$ cat src/hw/rtl/stp_pkg.sv
// Shared codes, reset values and widths for the stepper step pulse generator.
`timescale 1ns / 1ps
`default_nettype none

package stp_pkg;

	// Default sizing
	localparam int DEF_NUM_CHANNELS = 4;
	localparam int DEF_PERIOD_BITS  = 16;

	// Fixed field widths
	localparam int ACTION_W   = 2;
	localparam int CHANNEL_W  = 2;
	localparam int CMD_W      = 16;
	localparam int PHASE_W    = 15;
	localparam int MINPER_W   = 8;
	localparam int OUT_CH     = 4;
	localparam int CFG_IDX_W  = 2;
	localparam int CFG_DATA_W = 16;

	// Register reset values
	localparam logic [PHASE_W-1:0]  SLAVE_INC_RESET  = 15'd1040;
	localparam logic [MINPER_W-1:0] MIN_PERIOD_RESET = 8'd10;

	// Word actions
	typedef enum logic [ACTION_W-1:0] {
		ACT_TICK  = 2'd0,
		ACT_CMD   = 2'd1,
		ACT_ILOCK = 2'd2
	} act_t;

	// Configuration register indexes
	localparam logic [CFG_IDX_W-1:0] CFG_SLAVE_INC  = 2'd0;
	localparam logic [CFG_IDX_W-1:0] CFG_MIN_PERIOD = 2'd1;

endpackage

`default_nettype wire

$ cat src/hw/rtl/stepper_step_pulse_generator.sv
// Four-channel step/direction pulse generator with master/slave interlock.
// Each input word is held in the input register, then its result in the result register.
// Throughput: one word per cycle when unstalled; state update is one pass from input to result.
// Input stall rises only when the input register is full and the result register is held.
// Reset (arst_n low) clears all channel counters, busy and direction bits, the phase
// accumulator, sets interlock on, periods to full scale, slave increment 1040, min period 10.
`timescale 1ns / 1ps
`default_nettype none

module stepper_step_pulse_generator #(
	parameter int NUM_CHANNELS = stp_pkg::DEF_NUM_CHANNELS,
	parameter int PERIOD_BITS  = stp_pkg::DEF_PERIOD_BITS
) (
	input  wire logic                             clk,
	input  wire logic                             arst_n,
	// input words
	input  wire logic                             in_valid,
	output logic                                  in_stall,
	input  wire logic [stp_pkg::ACTION_W-1:0]     action,
	input  wire logic [stp_pkg::CHANNEL_W-1:0]    channel,
	input  wire logic [stp_pkg::CMD_W-1:0]        period,
	input  wire logic [stp_pkg::CMD_W-1:0]        steps,
	input  wire logic                             direction,
	input  wire logic                             period_only,
	input  wire logic                             interlock_on,
	// result words
	output logic                                  out_valid,
	input  wire logic                             out_stall,
	output logic [stp_pkg::OUT_CH-1:0]            step_pulses,
	output logic [stp_pkg::OUT_CH-1:0]            directions,
	output logic [stp_pkg::OUT_CH-1:0]            busy_flags,
	output logic                                  interlocked,
	// configuration writes
	input  wire logic                             cfg_valid,
	output logic                                  cfg_ready,
	input  wire logic [stp_pkg::CFG_IDX_W-1:0]    cfg_index,
	input  wire logic [stp_pkg::CFG_DATA_W-1:0]   cfg_data
);

	localparam int PADW = (NUM_CHANNELS > stp_pkg::OUT_CH) ? NUM_CHANNELS : stp_pkg::OUT_CH;
	localparam logic [PERIOD_BITS-1:0] PERIOD_RESET =
		(PERIOD_BITS >= stp_pkg::CMD_W) ? PERIOD_BITS'(16'hFFFF) : {PERIOD_BITS{1'b1}};

	// Input register
	logic                            valid_s1;
	logic [stp_pkg::ACTION_W-1:0]    action_s1;
	logic [stp_pkg::CHANNEL_W-1:0]   channel_s1;
	logic [stp_pkg::CMD_W-1:0]       period_s1;
	logic [stp_pkg::CMD_W-1:0]       steps_s1;
	logic                            direction_s1;
	logic                            period_only_s1;
	logic                            interlock_on_s1;

	// Configuration registers
	logic [stp_pkg::PHASE_W-1:0]     slave_inc_q;
	logic [stp_pkg::MINPER_W-1:0]    min_period_q;

	// Channel state
	logic [stp_pkg::CMD_W-1:0]       steps_q   [NUM_CHANNELS];
	logic [PERIOD_BITS-1:0]          per_q     [NUM_CHANNELS];
	logic [PERIOD_BITS-1:0]          cd_q      [NUM_CHANNELS];
	logic [NUM_CHANNELS-1:0]         busy_q;
	logic [NUM_CHANNELS-1:0]         dir_q;
	logic [stp_pkg::PHASE_W-1:0]     acc_q;
	logic                            ilock_q;

	// Next state
	logic [stp_pkg::CMD_W-1:0]       steps_d   [NUM_CHANNELS];
	logic [PERIOD_BITS-1:0]          per_d     [NUM_CHANNELS];
	logic [PERIOD_BITS-1:0]          cd_d      [NUM_CHANNELS];
	logic [NUM_CHANNELS-1:0]         busy_d;
	logic [NUM_CHANNELS-1:0]         dir_d;
	logic [stp_pkg::PHASE_W-1:0]     acc_d;
	logic                            ilock_d;
	logic [NUM_CHANNELS-1:0]         pulse_d;
	logic [stp_pkg::PHASE_W:0]       acc_sum;

	// Result register
	logic                            out_valid_q;
	logic [stp_pkg::OUT_CH-1:0]      pulses_q;
	logic [stp_pkg::OUT_CH-1:0]      dirs_q;
	logic [stp_pkg::OUT_CH-1:0]      busys_q;
	logic                            ilock_out_q;

	logic                            adv;
	logic [stp_pkg::CMD_W-1:0]       cmd_clamped;
	logic [PERIOD_BITS-1:0]          cmd_period;
	logic [PADW-1:0]                 pulse_pad;
	logic [PADW-1:0]                 dir_pad;
	logic [PADW-1:0]                 busy_pad;

	// Handshake: advance the input word when the result register is free or draining
	assign adv       = valid_s1 && (!out_valid_q || !out_stall);
	assign in_stall  = valid_s1 && !adv;
	assign cfg_ready = 1'b1;
	assign out_valid = out_valid_q;

	// Clamp the commanded period up to min_period, then saturate to the stored width
	assign cmd_clamped = (period_s1 < stp_pkg::CMD_W'(min_period_q))
		? stp_pkg::CMD_W'(min_period_q) : period_s1;

	generate
		if (PERIOD_BITS >= stp_pkg::CMD_W) begin : g_period_wide
			assign cmd_period = PERIOD_BITS'(cmd_clamped);
		end else begin : g_period_narrow
			assign cmd_period = (cmd_clamped > stp_pkg::CMD_W'({PERIOD_BITS{1'b1}}))
				? {PERIOD_BITS{1'b1}} : cmd_clamped[PERIOD_BITS-1:0];
		end
	endgenerate

	// Next state for one word
	always_comb begin
		steps_d = steps_q;
		per_d   = per_q;
		cd_d    = cd_q;
		busy_d  = busy_q;
		dir_d   = dir_q;
		acc_d   = acc_q;
		ilock_d = ilock_q;
		pulse_d = '0;
		acc_sum = {1'b0, acc_q} + {1'b0, slave_inc_q};
		case (action_s1)
			stp_pkg::ACT_TICK: begin
				// time each channel; the slave channel is frozen in interlock
				for (int c = 0; c < NUM_CHANNELS; c++) begin
					if (!(c == 1 && ilock_q)) begin
						if (busy_q[c] && cd_q[c] != '0) begin
							cd_d[c] = cd_q[c] - 1'b1;
						end else if (steps_q[c] != '0) begin
							steps_d[c] = steps_q[c] - 1'b1;
							busy_d[c]  = 1'b1;
							cd_d[c]    = (per_q[c] == '0) ? '0 : per_q[c] - 1'b1;
							pulse_d[c] = 1'b1;
						end else begin
							busy_d[c] = 1'b0;
						end
					end
				end
				// master step advances the phase; carry out steps the slave
				if (ilock_q && pulse_d[0]) begin
					acc_d = acc_sum[stp_pkg::PHASE_W-1:0];
					if (acc_sum[stp_pkg::PHASE_W]) begin
						pulse_d[1] = 1'b1;
					end
				end
			end
			stp_pkg::ACT_CMD: begin
				for (int c = 0; c < NUM_CHANNELS; c++) begin
					if (int'(channel_s1) == c) begin
						per_d[c] = cmd_period;
						if (!period_only_s1) begin
							dir_d[c]   = direction_s1;
							steps_d[c] = steps_s1;
							if (steps_s1 == '0) begin
								busy_d[c] = 1'b0;
							end
						end
					end
				end
				// any command to the slave drops interlock
				if (int'(channel_s1) == 1) begin
					ilock_d = 1'b0;
				end
			end
			stp_pkg::ACT_ILOCK: begin
				ilock_d = interlock_on_s1;
			end
			default: begin
			end
		endcase
	end

	assign pulse_pad = PADW'(pulse_d);
	assign dir_pad   = PADW'(dir_d);
	assign busy_pad  = PADW'(busy_d);

	// Input register: hold while stalled
	always_ff @(posedge clk or negedge arst_n) begin
		if (!arst_n) begin
			valid_s1 <= 1'b0;
		end else if (!in_stall) begin
			valid_s1 <= in_valid;
		end
	end

	always_ff @(posedge clk) begin
		if (in_valid && !in_stall) begin
			action_s1       <= action;
			channel_s1      <= channel;
			period_s1       <= period;
			steps_s1        <= steps;
			direction_s1    <= direction;
			period_only_s1  <= period_only;
			interlock_on_s1 <= interlock_on;
		end
	end

	// Configuration registers
	always_ff @(posedge clk or negedge arst_n) begin
		if (!arst_n) begin
			slave_inc_q  <= stp_pkg::SLAVE_INC_RESET;
			min_period_q <= stp_pkg::MIN_PERIOD_RESET;
		end else if (cfg_valid && cfg_ready) begin
			if (cfg_index == stp_pkg::CFG_SLAVE_INC) begin
				slave_inc_q <= cfg_data[stp_pkg::PHASE_W-1:0];
			end
			if (cfg_index == stp_pkg::CFG_MIN_PERIOD) begin
				min_period_q <= cfg_data[stp_pkg::MINPER_W-1:0];
			end
		end
	end

	// Channel state: update when a word advances
	always_ff @(posedge clk or negedge arst_n) begin
		if (!arst_n) begin
			for (int c = 0; c < NUM_CHANNELS; c++) begin
				steps_q[c] <= '0;
				per_q[c]   <= PERIOD_RESET;
				cd_q[c]    <= '0;
			end
			busy_q  <= '0;
			dir_q   <= '0;
			acc_q   <= '0;
			ilock_q <= 1'b1;
		end else if (adv) begin
			steps_q <= steps_d;
			per_q   <= per_d;
			cd_q    <= cd_d;
			busy_q  <= busy_d;
			dir_q   <= dir_d;
			acc_q   <= acc_d;
			ilock_q <= ilock_d;
		end
	end

	// Result register
	always_ff @(posedge clk or negedge arst_n) begin
		if (!arst_n) begin
			out_valid_q <= 1'b0;
		end else if (!out_valid_q || !out_stall) begin
			out_valid_q <= valid_s1;
		end
	end

	always_ff @(posedge clk) begin
		if (adv) begin
			pulses_q    <= pulse_pad[stp_pkg::OUT_CH-1:0];
			dirs_q      <= dir_pad[stp_pkg::OUT_CH-1:0];
			busys_q     <= busy_pad[stp_pkg::OUT_CH-1:0];
			ilock_out_q <= ilock_d;
		end
	end

	assign step_pulses = pulses_q;
	assign directions  = dirs_q;
	assign busy_flags  = busys_q;
	assign interlocked = ilock_out_q;

	// Checks
	a_no_pulse_off_tick: assert property (@(posedge clk) disable iff (!arst_n)
		adv && action_s1 != stp_pkg::ACT_TICK |=> pulses_q == '0)
		else $error("step pulse on a word that is not a tick");

	a_slave_cmd_unlocks: assert property (@(posedge clk) disable iff (!arst_n)
		adv && action_s1 == stp_pkg::ACT_CMD && channel_s1 == 2'd1 |=> !ilock_q)
		else $error("command to slave channel left interlock on");

	a_master_step_busy: assert property (@(posedge clk) disable iff (!arst_n)
		adv && pulse_d[0] |=> busy_q[0] && busys_q[0])
		else $error("master stepped without starting its period");

	a_stall_needs_word: assert property (@(posedge clk) disable iff (!arst_n)
		in_stall |-> valid_s1 && out_valid_q)
		else $error("input stalled with a free pipeline");

endmodule

`default_nettype wire

$ cat config.mk
export PLATFORM = sky130hd
export DESIGN_NAME = stepper_step_pulse_generator
export DESIGN_NICKNAME = d
export VERILOG_FILES = /design/src/hw/rtl/stp_pkg.sv /design/src/hw/rtl/stepper_step_pulse_generator.sv
export SDC_FILE = /design/constraint.sdc
export NUM_CORES = 1
export LEC_CHECK = 0
export ABC_CLOCK_PERIOD_IN_PS = 6200
export BUFFER_PORTS_ARGS = -buffer_cell sky130_fd_sc_hd__buf_2
export CORE_MARGIN = 2
export CORE_UTILIZATION = 35
export CTS_CLUSTER_DIAMETER = 120
export CTS_CLUSTER_SIZE = 8
export DETAILED_ROUTE_END_ITERATION = 8
export HOLD_SLACK_MARGIN = 0.1
export PLACE_DENSITY = 0.47
export RECOVER_POWER = 25
export SYNTH_ARGS = -nofsm -noshare
export SYNTH_HDL_FRONTEND = slang
export SYNTH_SLANG_ARGS = --single-unit
export TNS_END_PERCENT = 30
$ cat constraint.sdc
create_clock -name clk -period 6.2 [get_ports clk]
set_input_delay 0.31 -clock clk [delete_from_list [all_inputs] [get_ports clk]]
set_output_delay 0.31 -clock clk [all_outputs]
set_load 0.01 [all_outputs]
==> results.py, run 1 <==
metrics = {
    "run_status": {
        "status": "finished, violations left",
        "violations": "capacitance limit, slew limit",
    },
    "layout": {
        "drive_above_1_share_pct": 15.2,
        "area_growth_pct": 17.0,
        "fin_nets": 1968,
        "n_antenna_cell": 0,
        "nFillCells": 4502,
        "final_cell_area_sq_mm": 0.0192,
    },
    "synth": {
        "synth.avg_cell_area_sq_um": 9.43,
        "synth_cell_types": 89,
        "yosysSeqAreaShare_pct": 46.9,
        "syn_inst": 1736,
        "synth_top_area_share_pct": 26.3,
        "ys_warn_count": 0,
        "synth_area_sq_mm": 0.0164,
        "async_reset_ff_share_pct": 82.3,
        "synth_area_leaders": "dfrtp_1 26%, dfstp_2 11%, edfxtp_1 9.5%",
        "post-synth-top-area-cell": "dfrtp_1",
        "synthFlopType": "dfrtp_1",
        "synth_edf_count": 52,
        "ys_ff_latch": 293,
        "synth_nets": 1840,
    },
    "floorplanning": {
        "initial_core_util_pct": 35.3,
        "fp.dieW_um": 220,
        "fp-row-count": 79,
        "dieHeight_um": 220,
        "core_sq_mm": 0.0464,
        "die_area_sq_mm": 0.0485,
        "top_level_ports": 78,
    },
    "worst_hold_path": {
        "min_path_type": "input port to flip-flop",
        "min_to": "min_period_q[6]$_DFFE_PN0P_",
        "hold_path_depth": 3,
        "min_from": "cfg_index[0]",
    },
    "route": {
        "firstDrtPassIters": 5,
        "finalWirelength_um": 47900,
        "top_layer_used": "met5",
        "drtAntennaViolNets": 0,
        "wl_per_cell_um": 19.1,
        "dr_wl_met2_um": 22000,
        "routed_via_density": 5.50,
        "dr.first_iter.drc_count": 879,
        "routed-wl-met3_um": 2030,
        "route.vias.total": 13800,
        "met1_length_um": 22600,
        "route.detailed.drc": 0,
    },
    "clocking": {
        "postCtsResizedCells": 0,
        "clkSlewWorstSetupHoldPaths_ns": 0.05,
        "htreeDepth": 2,
        "cts_made_buffers": 42,
        "tritoncts": "built",
        "clk_path_buf_depth": 3,
        "clockRootBuffer": "clkbuf_16",
        "cts.sinks": 293,
        "clk_latency_ns": 0.57,
    },
    "timing": {
        "rsz0062_at_grt": "false",
        "min_period_ns": 4.06,
        "finalMaxSlewViolations": 65,
        "fmax_ghz": 0.246,
        "timing.setup.tns_ns": 0,
        "setup_viol_count_final": 0,
        "clock-skew-final_ns": 0.0220,
        "relSlewSlack_pct": -164,
        "fin_crit_sh_pct": 65.6,
        "worstMarginPinSlew_ns": 3.97,
        "hold_viol": 0,
    },
    "setup_path": {
        "cp_max_fo": 65,
        "rrSetupSlack_ns": 2.42,
        "cp_slowest_stage_delay_ns": 2.76,
        "crit-reg2reg-capture": "cd_q[34]$_DFFE_PN0P_",
        "cp_slowest_cell": "clkbuf_1",
        "start_kind": "input port",
        "cp.arrival_ns": 4.65,
        "path_class": "input port to asynchronous set/reset pin",
        "cp-end-kind": "asynchronous set/reset pin",
        "r2r-start": "action_s1[0]$_DFFE_PP_",
        "path_cells": "dlygate4sd3_1 > clkbuf_1 > buf_4",
        "crit_required_ns": 6.79,
        "startpoint": "arst_n",
        "rr_worst_depth": 9,
    },
    "power": {
        "seq_power_share_pct": 41.5,
        "p_int_mw": 4.85,
        "pwr-share-clk_pct": 28.3,
        "ir_drop_mv": 0.187,
        "powerDensity_mw_per_mm2": 399,
        "p_leak_nw": 7.40,
        "power_frac_comb_pct": 30.2,
        "p_sw_share_pct": 36.6,
        "p_switching_mw": 2.80,
    },
    "global_route": {
        "grt_usage_pct": 20.1,
        "antenna_found_initial": 2,
        "grt_pass1_vias": 13300,
        "grt_max_degree": 123,
        "grt_pass1_wl_um": 76000,
        "grt_overflow": 0,
    },
    "flow_run": {
        "drv_cap": 1,
    },
    "placement": {
        "routabilityCongestion": 0.791,
        "place_area_sq_mm": 0.0174,
        "dpl.hpwl_um": 32800,
        "io_buffers": 75,
    },
}
-- cell usage after synthesis, types with 6 or more instances --
library cell,n
o21ai_1,10
o211ai_1,11
edfxtp_1,52
nand4_1,12
or3_1,13
a21oi_1,138
a22o_1,15
nand3_1,51
a211o_1,10
a22oi_1,8
nor3_1,75
ha_1,41
dfrtp_1,172
and3_1,16
nor4_1,35
a21o_1,10
clkbuf_1,55
o31ai_1,10
o22ai_1,32
and2_1,8
o32ai_1,6
a211oi_1,9
mux2_2,65
dfstp_2,69
o21a_1,6
nor3b_1,7
xnor2_1,31
or4_1,18
a31oi_1,15
nand2_1,169
nor2_1,153
o21ai_0,174
inv_1,60
xor2_1,25
nor4b_1,6
nor2b_1,7
nand2b_1,14
mux2i_1,19
buf_2,6
-- cells by family (layout without fill, tap and decap cells) --
| kind of cell | after synthesis | after routing | share of synthesized area (%) |
|---|---|---|---|
| xor gates and xnor gates | 56 | 56 | 3.00 |
| buffers and inverters | 127 | 289 | 3.05 |
| other | 1 | 1 | 0.0229 |
| adders and majority gates | 42 | 42 | 3.26 |
| and+or+nand+nor | 614 | 614 | 18.3 |
| DFF | 293 | 293 | 46.9 |
| muxes | 84 | 84 | 5.63 |
| AOI/OAI and AO/OA | 519 | 519 | 19.8 |
-- worst max-delay path, delay by kind of cell --
family	cells	cell delay [ns]
buffers and inverters	3	4.26
-- power by group through the flow --
stage	sequential (mW)	combinational, mW	clock [mW]
after floorplan	3.00	1.77	0
after global placement	3.17	2.25	0
after detailed placement	3.19	2.28	0
after CTS	3.16	2.32	2.23
after global routing	3.27	2.63	2.31
final	3.17	2.31	2.16
-- through the flow --
step	setup WS (ns)	power [mW]	hold WS (ns)	std cells	util [%]
global route	1.35	8.21	0.444	2505	41.3
CTS	2.47	7.72	0.271	2505	41.4
global placement	2.48	5.42	0.314	2369	37.5
floorplan	3.62	4.77	0.0144	1736	-
detailed placement	2.47	5.47	0.315	2369	37.5
finish	2.14	7.64	0.401	2505	41.3
-- cell type report --
class                   count  area [sq um]  area share (%)
multi-input cells        1316          8210            42.8
well taps                 607           759            3.96
repair buffers            150          1080            5.62
inverters                  61           229            1.19
flip-flops and latches    293          7680            40.1
clock buffers              74          1170            6.11
clock inverters             4          38.8           0.202
-- flip-flops by register name, indices dropped and copies added, names as in the netlist, 2 cells and up --
| register | count |
|---|---|
| cd_q | 64 |
| per_q | 64 |
| steps_q | 64 |
| period_s1 | 16 |
| steps_s1 | 16 |
| acc_q | 15 |
| slave_inc_q | 15 |
| min_period_q | 8 |
| busy_flags | 4 |
| busy_q | 4 |
| dir_q | 4 |
| directions | 4 |
| step_pulses | 4 |
| action_s1 | 2 |
| channel_s1 | 2 |
-- layer usage --
layer	track usage (%)	up-vias
li1	-	6721
met3	3.11	87
met5	0	-
met4	6.13	2
met1	27.6	6686
met2	32.6	278
-- repair_timing --
action / in CTS / in global routing
hold buffers: 58 / 0
buffers inserted: 0 / 0
setup endpoints to repair: 0 / 0
hold endpoints to repair: 117 / 0
-- worst max-delay path by stage --
| stage | endpoint | slack, ns | cells past startpoint |
|---|---|---|---|
| 2_1_floorplan | steps_q[13]$_DFFE_PN0P_ | 3.62 | 9 |
| 3_3_place_gp | acc_q[4]$_DFFE_PN0P_ | 2.48 | 8 |
| 3_5_place_dp | acc_q[0]$_DFFE_PN0P_ | 2.47 | 8 |
| 4_1_cts | acc_q[0]$_DFFE_PN0P_ | 2.47 | 8 |
| 5_1_grt | cd_q[2]$_DFFE_PN0P_ | 1.35 | 3 |
| 6_report | cd_q[1]$_DFFE_PN0P_ | 2.14 | 3 |
-- layout by cell type (no fill, tap or decap), types with 10 or more instances in the layout --
master         instances
a211o_1               10
a21o_1                10
a21oi_1              138
a22o_1                15
a31oi_1               14
and3_1                16
buf_2                 62
buf_4                 15
clkbuf_1              46
clkbuf_16             42
dfrtp_1              172
dfstp_2               67
dlygate4sd3_1         58
edfxtp_1              52
ha_1                  40
inv_1                 60
mux2_2                65
mux2i_1               19
nand2_1              169
nand2b_1              14
nand3_1               51
nand4_1               12
nor2_1               152
nor3_1                75
nor4_1                35
o211ai_1              11
o21ai_0              174
o21ai_1               10
o22ai_1               32
o31ai_1               10
or3_1                 13
or4_1                 18
xnor2_1               31
xor2_1                25
(Power assumes the default switching activity.)
==> run 2, diff against run 1 <==
- ABC_CLOCK_PERIOD_IN_PS: 6200 -> 3300
- PLACE_DENSITY: 0.47 -> 0.49
- clock period: 6.2 -> 3.3 ns (I/O delays scaled with it)
==> run 2 against run 1 <==
Net effect: the flow still finishes with violations (capacitance limit, slew limit); clock power is 91% higher; die area stayed put; non-clock buffer count is 42 higher; routed wire length is 1.3% lower; critical path type is now flip-flop to flip-flop; first-iteration DRC count is 5.5% lower; power is 90% higher.
==> results.py, run 2 (synthesis results as in run 1) <==
metrics = {
    "setup_path": {
        "crit_required_ns": 3.74,
        "path_class": "flip-flop to flip-flop",
        "start_kind": "flip-flop",
        "cp_max_fo": 8,
        "path_cells": "inv_1 > ha_1 > nor4b_2 > nand3_1 > o41ai_4 > nand2_2 > a221oi_4 > nand2_1 > o221a_2",
        "cp.arrival_ns": 3.49,
        "cp_slowest_cell": "nor4b_2",
        "cp_slowest_stage_delay_ns": 0.42,
        "cp-end-kind": "flip-flop",
    },
    "route": {
        "routed_via_density": 5.52,
        "wl_per_cell_um": 18.6,
        "route.vias.total": 14000,
        "finalWirelength_um": 47300,
        "route.detailed.drc": 0,
        "firstDrtPassIters": 5,
        "dr.first_iter.drc_count": 831,
        "drtAntennaViolNets": 0,
    },
    "layout": {
        "multi_input_area_sq_mm": 0.00821,
        "regArea_sq_mm": 0.00768,
        "reg.largest.list": "cd_q (64), per_q (64), steps_q (64)",
        "fin_nets": 2010,
        "mostFrequentLayoutCell": "o21ai_0",
        "area_growth_pct": 19.2,
        "drive_above_1_share_pct": 17.5,
        "n_antenna_cell": 0,
        "nFillCells": 4480,
        "final_cell_mix": "174 x o21ai_0, 172 x dfrtp_1, 169 x nand2_1, 152 x nor2_1, 138 x a21oi_1",
    },
    "global_route": {
        "grt_usage_pct": 19.8,
        "antenna_found_initial": 0,
        "grt_max_degree": 90,
        "grt_pass1_vias": 13400,
        "grt_overflow": 0,
        "grt_pass1_wl_um": 75300,
    },
    "clocking": {
        "post-cts-setup-buffers": 0,
        "htreeDepth": 2,
        "clockRootBuffer": "clkbuf_16",
        "postCtsResizedCells": 0,
        "cts_made_buffers": 42,
        "tritoncts": "built",
        "clk_path_buf_depth": 3,
        "ctsHoldBuffers": 58,
        "clkSlewWorstSetupHoldPaths_ns": 0.05,
        "cts.sinks": 293,
        "clk_latency_ns": 0.56,
    },
    "placement": {
        "routabilityCongestion": 0.829,
        "post-place-ws_ns": 0.266,
        "io_buffers": 75,
        "dpl.hpwl_um": 33400,
    },
    "timing": {
        "finalWorstSetupSlack_ns": 0.245,
        "min_period_ns": 3.06,
        "relSlewSlack_pct": -60.2,
        "fmax_ghz": 0.327,
        "worstMarginPinSlew_ns": 2.40,
        "finalMaxSlewViolations": 89,
        "fin_crit_sh_pct": 92.6,
        "hold_viol": 0,
        "clock-skew-final_ns": 0.0175,
        "timing.setup.tns_ns": 0,
        "setup_viol_count_final": 0,
        "rsz0062_at_grt": "false",
    },
    "power": {
        "ir_drop_mv": 0.412,
        "p_leak_nw": 7.64,
        "powerDensity_mw_per_mm2": 743,
    },
    "floorplanning": {
        "fp-row-count": 79,
        "top_level_ports": 78,
        "dieHeight_um": 220,
        "initial_core_util_pct": 35.3,
        "die_area_sq_mm": 0.0485,
        "core_sq_mm": 0.0464,
        "fp.dieW_um": 220,
    },
    "worst_hold_path": {
        "min_path_type": "input port to flip-flop",
    },
    "run_status": {
        "violations": "capacitance limit, slew limit",
        "status": "finished, violations left",
    },
    "flow_run": {
        "drv_cap": 1,
    },
}
run 2: report_power, final:
part	leakage [nW]	internal (mW)	total (mW)	switching (mW)
Combinational	3.75	1.95	4.43	2.48
Clock	0.590	2.50	4.12	1.62
Sequential	3.30	4.86	5.95	1.09
run 2: layout make-up:
| cell class | count | area share (%) |
|---|---|---|
| Clock buffer | 72 | 6.29 |
| Clock inverter | 1 | 0.0256 |
| Inverter | 61 | 1.17 |
| Multi-Input combinational cell | 1316 | 42.1 |
| Sequential cell | 293 | 39.3 |
| Tap cell | 607 | 3.89 |
| Timing Repair Buffer | 192 | 7.20 |
run 2: per-stage QoR:
step                      power (mW)  util [%]  cell area [sq um]  hold WS (ns)  std cells
after floorplan                 8.96         -              16400        -0.131       1736
after global placement          10.3      38.3              17700         0.243       2411
after detailed placement        10.4      38.3              17700         0.246       2411
after CTS                       14.7      42.2              19500         0.138       2542
after global routing            15.6      42.1              19500         0.220       2542
final                           14.5      42.1              19500         0.162       2542
run 2: path summary, 6_finish.rpt:
path	start	to	slack, ns	cells after the start
min in group asynchronous	arst_n	min_period_q[2]$_DFFE_PN0P_	0.86	2
setup / recovery	cd_q[0]$_DFFE_PN0P_	steps_q[5]$_DFFE_PN0P_	0.24	9
hold reg to reg	dir_q[2]$_DFFE_PN0P_	dir_q[2]$_DFFE_PN0P_	0.47	2
max in group asynchronous	arst_n	cd_q[42]$_DFFE_PN0P_	0.65	3
setup reg to reg	cd_q[0]$_DFFE_PN0P_	steps_q[5]$_DFFE_PN0P_	0.24	9
hold / removal	cfg_index[1]	slave_inc_q[1]$_DFFE_PN0P_	0.16	5
run 2: critical path, delay by kind of cell, from the launching register on:
kind                       cells  cell delay, ns
adders and majority gates      1            0.15
buffers and inverters          1            0.10
DFF                            1            0.40
AOI/OAI and AO/OA              3            1.14
and+or+nand+nor                4            1.13
run 2: routing by layer:
layer / GRT usage (%) / vias up / share of wire (%)
met5: 0 / - / 0
li1: - / 6788 / -
met4: 7.38 / 0 / 2.9
met3: 3.05 / 82 / 4.4
met2: 31.1 / 313 / 46
met1: 27.6 / 6848 / 47
